--- config.mk ---
export PLATFORM = sky130hd
export DESIGN_NAME = mmio_register_hub_core
export DESIGN_NICKNAME = d
export VERILOG_FILES = /design/src/rtl/mrh_pkg.sv /design/src/rtl/mmio_register_hub_core.sv
export SDC_FILE = /design/constraint.sdc
export NUM_CORES = 1
export LEC_CHECK = 0
export BUFFER_PORTS_ARGS = -buffer_cell sky130_fd_sc_hd__buf_4
export CAP_MARGIN = 20
export CORE_MARGIN = 2
export CORE_UTILIZATION = 50
export DETAILED_ROUTE_END_ITERATION = 8
export PLACE_DENSITY = 0.69
export SYNTH_ARGS = -nofsm -noshare
export SYNTH_HDL_FRONTEND = slang
export SYNTH_SLANG_ARGS = --single-unit
--- constraint.sdc ---
create_clock -name clk -period 6.9 [get_ports clk]
set_clock_uncertainty 0.2 [all_clocks]
set_input_delay 1.035 -clock clk [delete_from_list [all_inputs] [get_ports clk]]
set_output_delay 1.035 -clock clk [all_outputs]
set_load 0.02 [all_outputs]
--- src/rtl/mrh_pkg.sv ---
// ----------------------------------------------------------------------------
// mrh_pkg
// Register map, access size codes and lane helpers for the register hub.
// ----------------------------------------------------------------------------
package mrh_pkg;

	// access kinds
	localparam logic REQ_READ  = 1'b0;
	localparam logic REQ_WRITE = 1'b1;

	// access size codes; code three is handled as a word
	typedef enum logic [1:0] {
		SZ_BYTE = 2'd0,
		SZ_HALF = 2'd1,
		SZ_WORD = 2'd2
	} size_t;

	// word register map
	localparam logic [31:0] A_DISP_STAT = 32'h05F0_0010;
	localparam logic [31:0] A_IMS       = 32'h05FE_00A0;
	localparam logic [31:0] A_IST       = 32'h05FE_00A4;
	localparam logic [31:0] A_IST_CLR   = 32'h05FE_00A8;
	localparam logic [31:0] A_SRC_SET   = 32'h05FE_00AC;
	localparam logic [31:0] A_SRC_CLR   = 32'h05FE_00B0;
	localparam logic [31:0] A_DMA_SRC   = 32'h05FE_0020;
	localparam logic [31:0] A_DMA_LEN   = 32'h05FE_0028;
	localparam logic [31:0] A_DMA_CTL   = 32'h05FE_002C;
	localparam logic [31:0] A_CMD_STAT  = 32'h05D0_0080;
	localparam logic [31:0] A_CMD       = 32'h05D0_0084;
	localparam logic [31:0] A_CMD_RES   = 32'h05D0_0088;
	localparam logic [31:0] A_VID_MODE  = 32'h05F8_0000;
	localparam logic [31:0] A_VID_STAT  = 32'h05F8_0004;
	localparam logic [31:0] A_SND_IRQ   = 32'h05C0_0000;
	localparam logic [31:0] A_BRIDGE    = 32'h05D0_008C;
	localparam logic [31:0] A_EV_TRIG   = 32'h05D0_0090;
	localparam logic [31:0] A_EV_STAT   = 32'h05D0_0094;

	// writable masks
	localparam logic [31:0] WM_IMS      = 32'h0000_FFFF;
	localparam logic [31:0] WM_DMA_SRC  = 32'hFFFF_FFFF;
	localparam logic [31:0] WM_DMA_LEN  = 32'h000F_FFFF;
	localparam logic [31:0] WM_DMA_CTL  = 32'h0000_0017;
	localparam logic [31:0] WM_VID_MODE = 32'h0000_FFFF;
	localparam logic [31:0] WM_SND_IRQ  = 32'h0000_07FF;

	// fixed read values and tags
	localparam logic [31:0] DISP_STAT_VAL = 32'h0000_0001;
	localparam logic [31:0] CMD_STAT_VAL  = 32'h0000_0001;
	localparam logic [31:0] VID_STAT_VAL  = 32'h0000_0008;
	localparam logic [7:0]  RESULT_TAG    = 8'hA5;
	localparam int          EVENT_IRQ_BIT = 5;

	// big-endian lane shift in bits
	function automatic logic [4:0] lane_offset(input logic [1:0] addr_lo, input logic [1:0] size);
		logic [4:0] sh;
		begin
			case (size)
				SZ_BYTE: sh = {~addr_lo, 3'b000};
				SZ_HALF: sh = {~addr_lo[1], 4'b0000};
				default: sh = 5'd0;
			endcase
			return sh;
		end
	endfunction

	// size mask, right-aligned
	function automatic logic [31:0] width_mask(input logic [1:0] size);
		logic [31:0] m;
		begin
			case (size)
				SZ_BYTE: m = 32'h0000_00FF;
				SZ_HALF: m = 32'h0000_FFFF;
				default: m = 32'hFFFF_FFFF;
			endcase
			return m;
		end
	endfunction

	// merge lane-placed bits under lane and writable masks
	function automatic logic [31:0] merge(input logic [31:0] old, input logic [31:0] bits,
			input logic [31:0] lanes, input logic [31:0] writable);
		logic [31:0] m;
		begin
			m = lanes & writable;
			return (old & ~m) | (bits & m);
		end
	endfunction

endpackage

--- src/rtl/mmio_register_hub_core.sv ---
// ----------------------------------------------------------------------------
// mmio_register_hub_core
// Big-endian byte/half/word register slave over a fixed map of word
// registers, with interrupt pending, mask and source logic, a command latch
// and an event counter.
// ----------------------------------------------------------------------------
// Read path: a read passes through the request register, then the result register,
//   from which its result is presented; writes give no result.
// Throughput: one access per cycle; the request register empties every cycle
//   unless a read result is held by a stalled response channel.
// Reset: arst_n clears both valid flags and every map register to zero.
module mmio_register_hub_core
	import mrh_pkg::*;
(
	input  logic        clk,
	input  logic        arst_n,
	input  logic        req_valid,
	output logic        req_ready,
	input  logic        req_type,
	input  logic [31:0] address,
	input  logic [1:0]  access_size,
	input  logic [31:0] write_data,
	output logic        rsp_valid,
	input  logic        rsp_ready,
	output logic [31:0] read_data
);

	// request stage
	logic        valid_s1;
	logic        type_s1;
	logic [31:0] addr_s1;
	logic [1:0]  size_s1;
	logic [31:0] wdata_s1;

	// response register
	logic        rsp_valid_q;
	logic [31:0] read_data_q;

	// register file
	logic [15:0] irq_pending_q;
	logic [15:0] irq_source_q;
	logic [15:0] irq_mask_q;
	logic [31:0] dma_source_q;
	logic [19:0] dma_length_q;
	logic [4:0]  dma_control_q;
	logic [15:0] video_mode_q;
	logic [10:0] snd_irq_en_q;
	logic [7:0]  last_cmd_q;
	logic [31:0] cmd_result_q;
	logic        event_level_q;
	logic [7:0]  event_count_q;

	logic        advance;
	logic [31:0] reg_addr;
	logic [4:0]  sh;
	logic [31:0] lanes;
	logic [31:0] bits;
	logic [31:0] word_val;
	logic [31:0] rd_val;
	logic [31:0] m_ims;
	logic [31:0] m_dma_src;
	logic [31:0] m_dma_len;
	logic [31:0] m_dma_ctl;
	logic [31:0] m_vid;
	logic [31:0] m_snd;

	// stage moves on for writes always, for reads when the response slot frees
	assign advance   = valid_s1 && ((type_s1 == REQ_WRITE) || !rsp_valid_q || rsp_ready);
	assign req_ready = !valid_s1 || advance;
	assign rsp_valid = rsp_valid_q;
	assign read_data = read_data_q;

	// lane placement
	assign reg_addr = {addr_s1[31:2], 2'b00};
	assign sh       = lane_offset(addr_s1[1:0], size_s1);
	assign lanes    = width_mask(size_s1) << sh;
	assign bits     = (wdata_s1 << sh) & lanes;

	// merged register values
	assign m_ims     = merge({16'h0, irq_mask_q}, bits, lanes, WM_IMS);
	assign m_dma_src = merge(dma_source_q, bits, lanes, WM_DMA_SRC);
	assign m_dma_len = merge({12'h0, dma_length_q}, bits, lanes, WM_DMA_LEN);
	assign m_dma_ctl = merge({27'h0, dma_control_q}, bits, lanes, WM_DMA_CTL);
	assign m_vid     = merge({16'h0, video_mode_q}, bits, lanes, WM_VID_MODE);
	assign m_snd     = merge({21'h0, snd_irq_en_q}, bits, lanes, WM_SND_IRQ);

	// read decode
	always_comb begin
		unique case (reg_addr)
			A_DISP_STAT: word_val = DISP_STAT_VAL;
			A_IMS:       word_val = {16'h0, irq_mask_q};
			A_IST:       word_val = {16'h0, (irq_pending_q | irq_source_q) & ~irq_mask_q};
			A_SRC_SET:   word_val = {16'h0, irq_source_q};
			A_DMA_SRC:   word_val = dma_source_q;
			A_DMA_LEN:   word_val = {12'h0, dma_length_q};
			A_DMA_CTL:   word_val = {27'h0, dma_control_q};
			A_CMD_STAT:  word_val = CMD_STAT_VAL;
			A_CMD:       word_val = {24'h0, last_cmd_q};
			A_CMD_RES:   word_val = cmd_result_q;
			A_VID_MODE:  word_val = {16'h0, video_mode_q};
			A_VID_STAT:  word_val = VID_STAT_VAL;
			A_SND_IRQ:   word_val = {21'h0, snd_irq_en_q};
			A_BRIDGE:    word_val = {31'h0, event_level_q};
			A_EV_STAT:   word_val = {23'h0, event_level_q, event_count_q};
			default:     word_val = 32'h0;
		endcase
	end

	assign rd_val = (word_val >> sh) & width_mask(size_s1);

	// request stage register
	always_ff @(posedge clk or negedge arst_n) begin
		if (!arst_n) begin
			valid_s1 <= 1'b0;
		end else if (req_ready) begin
			valid_s1 <= req_valid;
		end
	end

	always_ff @(posedge clk) begin
		if (req_ready && req_valid) begin
			type_s1  <= req_type;
			addr_s1  <= address;
			size_s1  <= access_size;
			wdata_s1 <= write_data;
		end
	end

	// response register
	always_ff @(posedge clk or negedge arst_n) begin
		if (!arst_n) begin
			rsp_valid_q <= 1'b0;
		end else if (advance && (type_s1 == REQ_READ)) begin
			rsp_valid_q <= 1'b1;
		end else if (rsp_ready) begin
			rsp_valid_q <= 1'b0;
		end
	end

	always_ff @(posedge clk) begin
		if (advance && (type_s1 == REQ_READ)) begin
			read_data_q <= rd_val;
		end
	end

	// register writes
	always_ff @(posedge clk or negedge arst_n) begin
		if (!arst_n) begin
			irq_pending_q <= '0;
			irq_source_q  <= '0;
			irq_mask_q    <= '0;
			dma_source_q  <= '0;
			dma_length_q  <= '0;
			dma_control_q <= '0;
			video_mode_q  <= '0;
			snd_irq_en_q  <= '0;
			last_cmd_q    <= '0;
			cmd_result_q  <= '0;
			event_level_q <= 1'b0;
			event_count_q <= '0;
		end else if (advance && (type_s1 == REQ_WRITE)) begin
			unique case (reg_addr)
				A_IMS:      irq_mask_q    <= m_ims[15:0];
				A_IST:      irq_pending_q <= irq_pending_q | bits[15:0];
				A_IST_CLR: begin
					irq_pending_q <= irq_pending_q & ~bits[15:0];
					irq_source_q  <= irq_source_q & ~bits[15:0];
				end
				A_SRC_SET:  irq_source_q  <= irq_source_q | bits[15:0];
				A_SRC_CLR:  irq_source_q  <= irq_source_q & ~bits[15:0];
				A_DMA_SRC:  dma_source_q  <= m_dma_src;
				A_DMA_LEN:  dma_length_q  <= m_dma_len[19:0];
				A_DMA_CTL:  dma_control_q <= m_dma_ctl[4:0];
				A_VID_MODE: video_mode_q  <= m_vid[15:0];
				A_SND_IRQ:  snd_irq_en_q  <= m_snd[10:0];
				A_CMD: begin
					last_cmd_q   <= bits[7:0];
					cmd_result_q <= {RESULT_TAG, 16'h0, bits[7:0]};
				end
				A_BRIDGE: begin
					event_level_q                <= bits[0];
					irq_source_q[EVENT_IRQ_BIT]  <= bits[0];
				end
				A_EV_TRIG: begin
					if (bits[0]) begin
						event_count_q               <= event_count_q + 8'd1;
						event_level_q               <= 1'b1;
						irq_source_q[EVENT_IRQ_BIT] <= 1'b1;
					end
				end
				default: ;
			endcase
		end
	end

endmodule
==> out/results.tsv <==
stage	metric	value	unit
status	status	completed	
floorplan	die span in y	155	um
timing	minimum clock period	3.54	ns
synthesis	Synth Register Bits	250	
floorplan	Die ar.	24100	sq um
synthesis	Synth Area per Inst	11.3	sq um
synthesis	number of synthesized flops with an enable pin	99	
synthesis	Syn Inst Count	1008	
routing	Initial DRC Count	1022	
clock_network	H-Tree Depth	1	
clock_network	cts repair resizes	0	
routing	drt total wl	32.8	mm
place	pre-CTS WS	3.44	ns
synthesis	Synth cell types	78	
worst_setup_path	Worst EP arrival	3.68	ns
job	Max Cap Viol	0	
finish	fillcell total	1907	
clock_network	hold-fix buffers at CTS	0	
global_route	total global routing track utilization	0.273	
timing	relative slew slack	0.282	
place	GPL Wtd Cong	0.926	
clock_network	Clock Latency Late Sink	0.56	ns
global_route	GRT overflow	0	
global_route	largest net degree at the start of global routing	99	
routing	via count	8813	
worst_setup_path	critical path data required time	7.04	ns
synthesis	Seq/Total Area, Yosys	0.590	
pwr	total power	3.27	mW
synthesis	async set-reset flop share out of synthesis	0.604	
finish	sequential cell area	6750	sq um
finish	share of cells above drive strength 1	0.216	
timing	RSZ-0062 raised after global routing	no	
finish	area grow syn2layout	16.8	%
synthesis	Primary FF master, synth	dfrtp_1	
place	PortBufs	104	
timing	final slew viol count	0	
timing	# setup viols final	0	
worst_setup_path	CP max FO	8	
clock_network	clock buffer depth	3	
clock_network	clock sink count	250	
finish	Multi-input gate area	4420	sq um
global_route	vias in the first global route	8369	
routing	First-pass DRT Iterations	7	
finish	Finished Core Util	0.592	
pwr	Pwr Density	245	nW/um^2
clock_network	setup bufs post-CTS	0	
routing	Routed Antenna Nets	0	
finish	# diodes	0	
worst_setup_path	Worst setup SP type	flip-flop	
clock_network	total CTS buffers	26	
floorplan	Starting Density	0.507	
global_route	first-pass GRT wire length	49.9	mm
place	Placed Area	12500	sq um
timing	Fin Setup TNS	0	ns
clock_network	CTS tree	yes	
clock_network	Root Buffer	clkbuf_16	
pwr	Lkg Pwr	5.64	nW
routing	post-DR wirelength/cell	23.4	um
finish	Final nets	1171	
synthesis	YS warnings	0	
global_route	initial antenna violation count	0	
routing	Remaining DRCs	0	
pwr	Max VDD drop	208	uV
timing	highest clock rate	283	MHz
hold_path	min-delay worst type	flip-flop to flip-flop	
synthesis	synthesized cell area	11400	sq um
timing	final hold vios	0	
floorplan	DIE WIDTH	155	um
floorplan	Core Region	22600	sq um
worst_setup_path	CP endpoint kind	flip-flop	
routing	vias per cell	6.28	
synthesis	syn nets	1080	
worst_setup_path	worst setup path class	flip-flop to flip-flop	
timing	fin crit share	0.513	
floorplan	std cell rows	55	
synthesis	top cell type's share of synthesized area	0.330	
synthesis	top post-synthesis cells by area	dfrtp_1, edfxtp_1, mux2_2, a21oi_1, nand2_1	
synthesis	largest area contributor in the netlist	dfrtp_1	
timing	Worst-Margin Slew	1.07	ns
floorplan	I/O pins	105	
place	DPL Wire Length	22.5	mm
clock_network	Worst-path clk slew	0.06	ns
timing	post-route setup slack	3.36	ns
finish	fin area	13400	sq um
placed cells by master (no fill, tap or decap), types with 6 or more instances in the layout:
master and n:
a22o_1 8, and4_1 8, clkbuf_16 26, a31oi_1 42, a21oi_1 93, nor2_1 80, a22oi_1 10, or2_2 6
dfrtp_1 151, nor3_1 23, buf_4 119, nor4_1 6, nand4_1 12, nand2b_1 7, o22ai_1 8, o21ai_0 55
and3_1 17, nand3_1 14, mux2_2 43, nor2b_1 9, and2_1 12, mux2i_1 20, a222oi_1 9, nand2_1 103
clkbuf_1 6, clkinv_2 7, edfxtp_1 99, inv_1 6
metrics by stage:
stage | cells | hold slack, ns
global route | 1404 | 0.309
floorplan | 1008 | 0.235
finish | 1404 | 0.285
CTS | 1401 | 0.286
detailed placement | 1353 | 0.271
global placement | 1352 | 0.265
final cells by class:
type,count,share of cell area
sequential,250,0.505
multi-input combinational,692,0.331
timing repair buffer,123,0.0701
clock buffer,33,0.0514
tap,285,0.0267
clock inverter,15,0.0141
inverter,6,0.00169
where the power goes:
part | switching [mW] | internal, mW
clock | 0.586 | 0.856
sequential | 0.0374 | 1.59
combinational | 0.129 | 0.0683
total | 0.753 | 2.51
path summary, 6_finish.rpt:
| check | from | endpoint | slack, ns | cells past startpoint |
|---|---|---|---|---|
| setup / recovery | addr_s1[17] | read_data[1] | 3.36 | 7 |
| hold / removal | flip-flop | flip-flop | 0.28 | 2 |
| setup reg to reg | addr_s1[17] | read_data[1] | 3.36 | 7 |
| hold reg to reg | flip-flop | flip-flop | 0.28 | 2 |
| max in group asynchronous | arst_n | asynchronous set/reset pin | 4.91 | 2 |
| min in group asynchronous | arst_n | asynchronous set/reset pin | 0.38 | 1 |
layer usage:
layer / GRT usage / wire length [um] / vias up
met3: 0.0493 / 3230 / 77
met1: 0.397 / 13500 / 4292
met2: 0.420 / 15100 / 482
met4: 0.0861 / 1010 / 0
met5: 0 / 0 / -
li1: - / - / 3962
cells by family after synthesis:
| kind of cell | Yosys count | synth area share |
|---|---|---|
| flops | 250 | 0.590 |
| buf+inv | 66 | 0.0248 |
| simple gates | 341 | 0.163 |
| xor+xnor | 8 | 0.00613 |
| compound gates | 279 | 0.155 |
| fa+ha+maj | 1 | 0.00109 |
| mux | 63 | 0.0598 |
Yosys cell counts (all sizes together) (17+ instances only):
cell    count
dfrtp     151
a21oi      94
nor2       83
and3       17
buf        23
edfxtp     99
a31oi      42
o21ai      55
nor3       29
mux2i      20
clkbuf     37
mux2       43
nand2     104
worst max-delay path, cell delays in order, from the launching register on:
cell      delay, ns
edfxtp_1       0.45
nor4_1         0.62
nand4_1        0.22
nor2_1         0.84
a222oi_1       0.27
and4_1         0.31
and2_1         0.18
o32ai_2        0.23
Power figures use the tool's default switching activity.
